$ cat config.mk
export PLATFORM = sky130hd
export DESIGN_NAME = line_position_pid
export DESIGN_NICKNAME = d
export VERILOG_FILES = /design/src/hdl/lpp_pkg.sv /design/src/hdl/lpp_div.sv /design/src/hdl/line_position_pid.sv
export SDC_FILE = /design/constraint.sdc
export NUM_CORES = 1
export LEC_CHECK = 0
export ABC_AREA = 1
export BUFFER_PORTS_ARGS = -buffer_cell sky130_fd_sc_hd__buf_2
export CAP_MARGIN = 30
export CORE_AREA = 2 2 210 212
export CTS_BUF_LIST = sky130_fd_sc_hd__clkbuf_2 sky130_fd_sc_hd__clkbuf_4 sky130_fd_sc_hd__clkbuf_8
export CTS_CLUSTER_SIZE = 24
export DETAILED_ROUTE_END_ITERATION = 16
export DIE_AREA = 0 0 212 214
export GPL_ROUTABILITY_DRIVEN = 0
export PLACE_DENSITY = 0.86
export SLEW_MARGIN = 20
export SYNTH_ARGS = -nofsm -noshare
export SYNTH_HDL_FRONTEND = slang
export SYNTH_SLANG_ARGS = --single-unit
$ cat constraint.sdc
create_clock -name i_clk -period 8.35 [get_ports i_clk]
set_input_delay 0 -clock i_clk [delete_from_list [all_inputs] [get_ports i_clk]]
set_output_delay 0 -clock i_clk [all_outputs]
set_load 0.02 [all_outputs]
$ cat src/hdl/lpp_pkg.sv
// lpp_pkg: shared constants, types and lookup functions for the line position pid block
// used by lpp_div and line_position_pid; no dependencies
package lpp_pkg;

    localparam int HISTORY_DEPTH = 10;
    localparam int FRAC_BITS     = 4;

    localparam int SENS_W = 8;
    localparam int ERR_W  = 10;
    localparam int CTL_W  = 21;
    localparam int GAIN_W = 16;
    localparam int CFG_IDX_W = 2;

    localparam int ERR_MIN = -(1 << (ERR_W - 1));
    localparam int ERR_MAX = (1 << (ERR_W - 1)) - 1;

    // running sum of the window
    localparam int HSUM_W = ERR_W + $clog2(HISTORY_DEPTH);
    // second multiplier operand carries error, error difference or window sum
    localparam int MB_W   = (HSUM_W > ERR_W + 1) ? HSUM_W : ERR_W + 1;
    localparam int PROD_W = GAIN_W + MB_W;
    localparam int ACC_W  = PROD_W + 2;

    // weighted sum of set bits: -13..13, times 5, times 2^FRAC_BITS
    localparam int WSUM_W = 5;
    localparam int NUM_W  = 8 + FRAC_BITS;
    localparam int DIVD_W = NUM_W - 1;
    localparam int DIVS_W = 4;
    localparam int DCNT_W = $clog2(DIVD_W + 1);

    typedef enum logic [CFG_IDX_W-1:0] {
        REG_GAIN_PROP  = 2'd0,
        REG_GAIN_INTEG = 2'd1,
        REG_GAIN_DERIV = 2'd2
    } t_cfg_reg;

    typedef logic signed [ERR_W-1:0] t_err;

    typedef struct packed {
        logic              hit;
        logic signed [7:0] half;   // error in halves of a sensor step
    } t_lookup;

    function automatic t_lookup pattern_lookup(input logic [SENS_W-1:0] bits);
        t_lookup r;
        r.hit  = 1'b1;
        r.half = 8'sd0;
        case (bits)
            8'h18, 8'h3C:        r.half = 8'sd0;
            8'h08, 8'h0C, 8'h1E: r.half = 8'sd15;
            8'h20, 8'h30, 8'h78: r.half = -8'sd15;
            8'h02, 8'h06, 8'h0F: r.half = 8'sd25;
            8'h40, 8'h60, 8'hF0: r.half = -8'sd25;
            8'h01, 8'h03:        r.half = 8'sd60;
            8'h80, 8'hC0:        r.half = -8'sd60;
            8'h1C:               r.half = 8'sd8;
            8'h38:               r.half = -8'sd8;
            8'h0E:               r.half = 8'sd20;
            8'h70:               r.half = -8'sd20;
            8'h07:               r.half = 8'sd32;
            8'hE0:               r.half = -8'sd32;
            default:             r.hit  = 1'b0;
        endcase
        return r;
    endfunction

    // sensor weight, index 0 is the leftmost sensor
    function automatic logic signed [WSUM_W-1:0] sensor_weight(input int idx);
        logic signed [WSUM_W-1:0] w;
        case (idx)
            0:       w = -5'sd6;
            1:       w = -5'sd4;
            2:       w = -5'sd2;
            3:       w = -5'sd1;
            4:       w = 5'sd1;
            5:       w = 5'sd2;
            6:       w = 5'sd4;
            7:       w = 5'sd6;
            default: w = 5'sd0;
        endcase
        return w;
    endfunction

    function automatic t_err sat_err(input logic signed [31:0] v);
        logic signed [31:0] c;
        c = v;
        if (v < ERR_MIN) c = ERR_MIN;
        if (v > ERR_MAX) c = ERR_MAX;
        return c[ERR_W-1:0];
    endfunction

endpackage

$ cat src/hdl/lpp_div.sv
// lpp_div: unsigned restoring divider, one quotient bit per cycle
// depends on lpp_pkg for operand widths
module lpp_div (
    input  logic                       i_clk,
    input  logic                       i_rst_n,
    input  logic                       i_start,
    input  logic [lpp_pkg::DIVD_W-1:0] i_dividend,
    input  logic [lpp_pkg::DIVS_W-1:0] i_divisor,
    output logic                       o_done,
    output logic [lpp_pkg::DIVD_W-1:0] o_quotient
);
    import lpp_pkg::*;

    logic [DIVD_W-1:0] r_quo;
    logic [DIVS_W-1:0] r_rem;
    logic [DIVS_W-1:0] r_dvs;
    logic [DCNT_W-1:0] r_cnt;
    logic              r_busy;
    logic              r_done;

    logic [DIVS_W-1:0] trial;
    logic              ge;

    // remainder stays below the divisor, so the top bit shifts out as zero
    assign trial = {r_rem[DIVS_W-2:0], r_quo[DIVD_W-1]};
    assign ge    = (trial >= r_dvs);

    always_ff @(posedge i_clk) begin
        if (!i_rst_n) begin
            r_busy <= 1'b0;
            r_done <= 1'b0;
            r_cnt  <= '0;
        end else begin
            r_done <= 1'b0;
            if (i_start) begin
                r_busy <= 1'b1;
                r_cnt  <= DCNT_W'(DIVD_W);
            end else if (r_busy) begin
                r_cnt <= r_cnt - 1'b1;
                if (r_cnt == DCNT_W'(1)) begin
                    r_busy <= 1'b0;
                    r_done <= 1'b1;
                end
            end
        end
    end

    always_ff @(posedge i_clk) begin
        if (i_start) begin
            r_quo <= i_dividend;
            r_rem <= '0;
            r_dvs <= i_divisor;
        end else if (r_busy) begin
            r_quo <= {r_quo[DIVD_W-2:0], ge};
            r_rem <= ge ? (trial - r_dvs) : trial;
        end
    end

    assign o_done     = r_done;
    assign o_quotient = r_quo;

endmodule

$ cat src/hdl/line_position_pid.sv
// line_position_pid: sensor pattern to position error and pid correction, top level
// depends on lpp_pkg and lpp_div
//
// One item is taken at a time. A pattern found in the fixed table, or the all-zero
// pattern, goes from lookup to the multiply steps; any other pattern first goes through
// the serial divider (one quotient bit per cycle, 11 bits). The three gain products
// share one 16-bit signed multiplier, one product per cycle, with the sum registered
// behind it. The result sits in an output register, so the next item can be taken
// while it waits. Gains are to be written on the cfg channel only while the block is
// idle (not enforced by the block itself); a write to an index above 2 is ignored.
module line_position_pid (
    input  logic                              i_clk,
    input  logic                              i_rst_n,
    input  logic                              i_in_valid,
    output logic                              o_in_ready,
    input  logic [lpp_pkg::SENS_W-1:0]        i_sensor_bits,
    input  logic                              i_record_history,
    output logic                              o_out_valid,
    input  logic                              i_out_ready,
    output logic signed [lpp_pkg::ERR_W-1:0]  o_position_error,
    output logic signed [lpp_pkg::CTL_W-1:0]  o_control_out,
    input  logic                              i_cfg_valid,
    output logic                              o_cfg_ready,
    input  logic [lpp_pkg::CFG_IDX_W-1:0]     i_cfg_index,
    input  logic [lpp_pkg::GAIN_W-1:0]        i_cfg_data
);
    import lpp_pkg::*;

    localparam int SH_W = ACC_W - 8;
    localparam logic signed [SH_W-1:0] CTL_LO = -(SH_W'(1) <<< (CTL_W - 1));
    localparam logic signed [SH_W-1:0] CTL_HI = (SH_W'(1) <<< (CTL_W - 1)) - SH_W'(1);

    typedef enum logic [4:0] {
        S_IDLE = 5'b00001,
        S_LOOK = 5'b00010,
        S_DIV  = 5'b00100,
        S_MUL  = 5'b01000,
        S_FIN  = 5'b10000
    } t_state;

    t_state                    r_state;
    logic signed [GAIN_W-1:0]  r_gain_p, r_gain_i, r_gain_d;
    logic [SENS_W-1:0]         r_bits;
    logic                      r_rec;
    t_err                      r_err;
    t_err                      r_last;
    t_err                      r_hist [HISTORY_DEPTH];
    logic signed [HSUM_W-1:0]  r_hsum;
    logic                      r_neg;
    logic [1:0]                r_step;
    logic signed [PROD_W-1:0]  r_prod;
    logic signed [ACC_W-1:0]   r_acc;
    logic                      r_out_valid;
    t_err                      r_out_err;
    logic signed [CTL_W-1:0]   r_out_ctl;

    t_lookup                   lk;
    logic signed [WSUM_W-1:0]  wsum;
    logic [DIVS_W-1:0]         cnt;
    logic signed [NUM_W-1:0]   num;
    logic [DIVD_W-1:0]         num_mag;
    logic                      div_done;
    logic [DIVD_W-1:0]         div_quo;
    logic signed [NUM_W-1:0]   quo_s;
    logic signed [GAIN_W-1:0]  mul_a;
    logic signed [MB_W-1:0]    mul_b;
    logic signed [ERR_W:0]     err_diff;
    logic signed [SH_W-1:0]    acc_sh;
    logic signed [CTL_W-1:0]   ctl_sat;
    logic                      out_free;

    // pattern decode and weighted average numerator
    always_comb begin
        lk   = pattern_lookup(r_bits);
        wsum = '0;
        cnt  = '0;
        for (int k = 0; k < SENS_W; k++) begin
            if (r_bits[SENS_W-1-k]) begin
                wsum = wsum + sensor_weight(k);
                cnt  = cnt + 1'b1;
            end
        end
        num     = ((NUM_W'(wsum) <<< 2) + NUM_W'(wsum)) <<< FRAC_BITS;
        num_mag = num[NUM_W-1] ? DIVD_W'(-num) : DIVD_W'(num);
    end

    lpp_div u_div (
        .i_clk      (i_clk),
        .i_rst_n    (i_rst_n),
        .i_start    (r_state == S_LOOK),
        .i_dividend (num_mag),
        .i_divisor  (cnt),
        .o_done     (div_done),
        .o_quotient (div_quo)
    );

    assign quo_s = r_neg ? -$signed({1'b0, div_quo}) : $signed({1'b0, div_quo});

    // shared multiplier operand select
    assign err_diff = (ERR_W+1)'(r_err) - (ERR_W+1)'(r_last);
    always_comb begin
        case (r_step)
            2'd0:    begin mul_a = r_gain_p; mul_b = MB_W'(r_err);    end
            2'd1:    begin mul_a = r_gain_i; mul_b = MB_W'(r_hsum);   end
            2'd2:    begin mul_a = r_gain_d; mul_b = MB_W'(err_diff); end
            default: begin mul_a = '0;       mul_b = '0;              end
        endcase
    end

    // floor shift by 8 then clamp
    assign acc_sh = r_acc[ACC_W-1:8];
    always_comb begin
        if (acc_sh < CTL_LO)
            ctl_sat = CTL_LO[CTL_W-1:0];
        else if (acc_sh > CTL_HI)
            ctl_sat = CTL_HI[CTL_W-1:0];
        else
            ctl_sat = acc_sh[CTL_W-1:0];
    end

    assign out_free = !r_out_valid || i_out_ready;

    // control
    always_ff @(posedge i_clk) begin
        if (!i_rst_n) begin
            r_state     <= S_IDLE;
            r_out_valid <= 1'b0;
            r_step      <= '0;
            r_gain_p    <= '0;
            r_gain_i    <= '0;
            r_gain_d    <= '0;
            r_last      <= '0;
            r_hsum      <= '0;
            for (int k = 0; k < HISTORY_DEPTH; k++)
                r_hist[k] <= '0;
        end else begin
            if (i_cfg_valid) begin
                case (i_cfg_index)
                    REG_GAIN_PROP:  r_gain_p <= i_cfg_data;
                    REG_GAIN_INTEG: r_gain_i <= i_cfg_data;
                    REG_GAIN_DERIV: r_gain_d <= i_cfg_data;
                    default: ;
                endcase
            end

            if (r_state == S_FIN && out_free)
                r_out_valid <= 1'b1;
            else if (i_out_ready)
                r_out_valid <= 1'b0;

            case (r_state)
                S_IDLE: begin
                    if (i_in_valid)
                        r_state <= S_LOOK;
                end
                S_LOOK: begin
                    r_step <= '0;
                    if (r_bits == '0 || lk.hit)
                        r_state <= S_MUL;
                    else
                        r_state <= S_DIV;
                end
                S_DIV: begin
                    r_step <= '0;
                    if (div_done)
                        r_state <= S_MUL;
                end
                S_MUL: begin
                    r_step <= r_step + 1'b1;
                    if (r_step == 2'd3)
                        r_state <= S_FIN;
                end
                S_FIN: begin
                    if (out_free) begin
                        r_last      <= r_err;
                        if (r_rec) begin
                            for (int k = 0; k < HISTORY_DEPTH - 1; k++)
                                r_hist[k] <= r_hist[k+1];
                            r_hist[HISTORY_DEPTH-1] <= r_err;
                            r_hsum <= r_hsum - HSUM_W'(r_hist[0]) + HSUM_W'(r_err);
                        end
                        r_state <= S_IDLE;
                    end
                end
                default: r_state <= S_IDLE;
            endcase
        end
    end

    // datapath
    always_ff @(posedge i_clk) begin
        if (r_state == S_IDLE && i_in_valid) begin
            r_bits <= i_sensor_bits;
            r_rec  <= i_record_history;
        end
        if (r_state == S_LOOK) begin
            r_neg <= num[NUM_W-1];
            r_acc <= '0;
            if (r_bits == '0)
                r_err <= r_last;
            else if (lk.hit)
                r_err <= sat_err(32'(lk.half) <<< (FRAC_BITS - 1));
        end
        if (r_state == S_DIV && div_done)
            r_err <= sat_err(32'(quo_s));
        if (r_state == S_MUL) begin
            r_prod <= mul_a * mul_b;
            if (r_step != 2'd0)
                r_acc <= r_acc + ACC_W'(r_prod);
        end
        if (r_state == S_FIN && out_free) begin
            r_out_err <= r_err;
            r_out_ctl <= ctl_sat;
        end
    end

    assign o_in_ready       = (r_state == S_IDLE);
    assign o_cfg_ready      = 1'b1;
    assign o_out_valid      = r_out_valid;
    assign o_position_error = r_out_err;
    assign o_control_out    = r_out_ctl;

endmodule

==> impl_metrics.yaml <==
status:
  status: "completed"
detailed_routing:
  final_antenna_net_count: 0
  via_per_inst: 5.54
  vias: 20800
  drc_errors: 0
  first_iter_violations: 2296
  wl_mm: 62.7
  wl_per_cell_um: 16.7
  dr.pass1.iters: 8
cells_and_area:
  antenna_cells: 0
  multi_input_area_um2: 14500
  fillCellCount: 3242
  final_area_um2: 27900
  areaGrowthSynthToFinish_pct: 9.59
  drive_above_1_share: 0.0826
  layout.nets: 3562
  regArea_um2: 8310
placed_design:
  post-place-ws_ns: 0.368
  dp_hpwl_mm: 47.7
  placement.io_buffers: 64
  placed_area_um2: 26500
min_path:
  holdCritPathClass: "in -> reg"
  min_delay_worst_endpoint: "r_bits[0]"
  hold_start: "i_sensor_bits[0]"
  holdPathStages: 2
yosys:
  synth_top_cell_area_share: 0.231
  synth_edf_count: 196
  synth_seq_cells: 317
  dominantRegCellSynth: "edfxtp_1"
  synthCells: 3028
  netlist_area_um2: 25500
  syn_nets: 3454
  synth.distinct_cells: 66
  ys_async_sr_fraction: 0
  synth_most_common_cell: "inv_1"
  yosys-top-cells-area: "edfxtp_1, fa_1, dfxtp_1, inv_1, ha_1"
  netlist_top_cells_count: "inv_1, nand2_1, nor2_1"
  seq_area_frac_synth: 0.326
  synth_top_area_cell: "edfxtp_1"
  ys_warn_count: 0
  avgSynthCellArea_um2: 8.42
global_routing:
  grt.total_usage: 0.282
  grt_pass1_wl_mm: 102
  grt_pass1_vias: 20700
  grt.overflow.total: 0
  antenna_found_initial: 0
  grt_max_degree: 89
critical_path:
  critPathRequiredTime_ns: 8.72
  worstSetupEndpointType: "register"
  slowest_stage: "fa_1"
  rr_startpoint: "r_err[0]"
  rrSetupSlack_ns: 0.49
  setup.worst_path.class: "reg -> reg"
  cp.arrival_ns: 8.23
  path_common_cell: "inv_1"
  worst_path_largest_cell_delay_ns: 0.57
  reg2reg_depth: 31
  critPathMaxFanout: 10
  startpoint_type: "register"
  r2r-end: "r_prod[28]"
clock_tree:
  cts_buffer_depth: 3
  cts_tree: "done"
  clk_pin_slew_ns: 0.07
  worstSkewPairLatency_ns: 0.62
  postCtsSetupBuffers: 0
  cts.sinks: 317
  cts.root.buffer_cell: "clkbuf_8"
  cts_htree_levels: 2
  cts_made_buffers: 49
timing:
  fin_skew_ns: 0.0294
  finalSetupViolCount: 0
  maxSlewHeadroom: 0.318
  clock.fmax_mhz: 127
  hold_violations: 0
  tightest_slew_ns: 1.02
  report.final.slew_viol_count: 0
  tns_ns: 0
  rsz0062_at_grt: "false"
  finalWorstSetupSlack_ns: 0.493
  post-route-min-period_ns: 7.86
  finalCritPeriodShare: 0.941
run:
  maxCapViolCount: 0
power:
  power_density_nw_per_um2: 192
  power_mw: 5.36
  leakage_nw: 13.2
  peakVddDrop_uv: 141
die:
  io_pins: 66
  die_x_um: 212
  core-area_um2: 42900
  dieArea_um2: 45400
  rows: 76
  initial_core_util: 0.594
  die_h_um: 214
[flip-flops by register name (all words and copies together) (netlist names), 2 cells and up]
name and flops:
r_err 10, u_div.r_dvs 4, o_position_error 10, u_div.o_quotient 11, r_hist 100, r_gain_d 16, u_div.r_cnt 4, r_last 10
r_gain_p 16, r_gain_i 16, r_step 2, r_state 5, r_hsum 14, o_control_out 21, r_acc 32, r_bits 8
r_prod 30, u_div.r_rem 3
[critical path, delay by kind of cell, from the launching register on]
kind	cells	cell delay, ns
DFF	1	0.43
buffers and inverters	9	0.83
xor gates and xnor gates	1	0.17
adders and majority gates	9	4.20
and+or+nand+nor	8	0.86
AOI/OAI and AO/OA	4	1.11
[placed cells by master, fill, tap and decap left out, types with 65 or more instances in the layout]
| master | netlist | final |
|---|---|---|
| nand3_1 | 117 | 117 |
| nor2_1 | 384 | 382 |
| fa_1 | 236 | 236 |
| buf_2 | 18 | 65 |
| edfxtp_1 | 196 | 196 |
| nand2_1 | 524 | 522 |
| inv_1 | 590 | 590 |
| o21ai_0 | 147 | 147 |
| a21oi_1 | 149 | 149 |
| ha_1 | 158 | 158 |
| dfxtp_1 | 121 | 121 |
[through the flow]
stage / utilization / hold WS, ns / instances
final: 0.651 / 0.0978 / 3758
after global routing: 0.651 / 0.100 / 3758
after CTS: 0.651 / 0.0814 / 3757
after detailed placement: 0.618 / 0.179 / 3637
after global placement: 0.617 / 0.177 / 3635
after floorplan: - / 0.0989 / 3028
[final cells by class]
cell class / count / share of cell area
Timing Repair Buffer: 135 / 0.0340
Sequential cell: 317 / 0.297
Tap cell: 585 / 0.0262
Clock inverter: 22 / 0.00932
Multi-Input combinational cell: 2019 / 0.521
Inverter: 614 / 0.0828
Clock buffer: 66 / 0.0296
[cell families after synthesis]
logic type / synth area share
simple gates: 0.182
buf+inv: 0.105
compound gates: 0.0979
fa+ha+maj: 0.263
flops: 0.326
xor+xnor: 0.0260
other cells: 0.000147
[layer usage]
| metal | vias to the layer above | part of all wire | global-route usage |
|---|---|---|---|
| li1 | 9786 | - | - |
| met1 | 9772 | 0.39 | 0.365 |
| met2 | 1045 | 0.47 | 0.459 |
| met3 | 228 | 0.097 | 0.0598 |
| met4 | 0 | 0.046 | 0.120 |
| met5 | - | 0 | 0 |
[what timing repair did]
action	in CTS	in global routing
hold buffers	32	0
gates resized for setup	0	3
setup endpoints to repair	0	3
hold endpoints to repair	72	0
[power by group]
part	switching [mW]	internal [mW]	total (mW)
sequential	0.0411	1.80	1.84
combinational	1.30	0.783	2.09
clock	0.630	0.805	1.43
total	1.98	3.39	5.36
[how the worst max path moves through the flow]
stage,from,endpoint,slack [ns],depth (start not counted)
global placement,r_err[0],r_prod[28],0.71,31
finish,r_err[0],r_prod[28],0.49,31
floorplan,r_err[0],r_prod[28],1.23,31
CTS,r_err[0],r_prod[28],0.36,31
global route,r_err[0],r_prod[28],0.03,31
detailed placement,r_err[0],r_prod[28],0.37,31
Note: power is estimated with default switching activity, not from simulation.
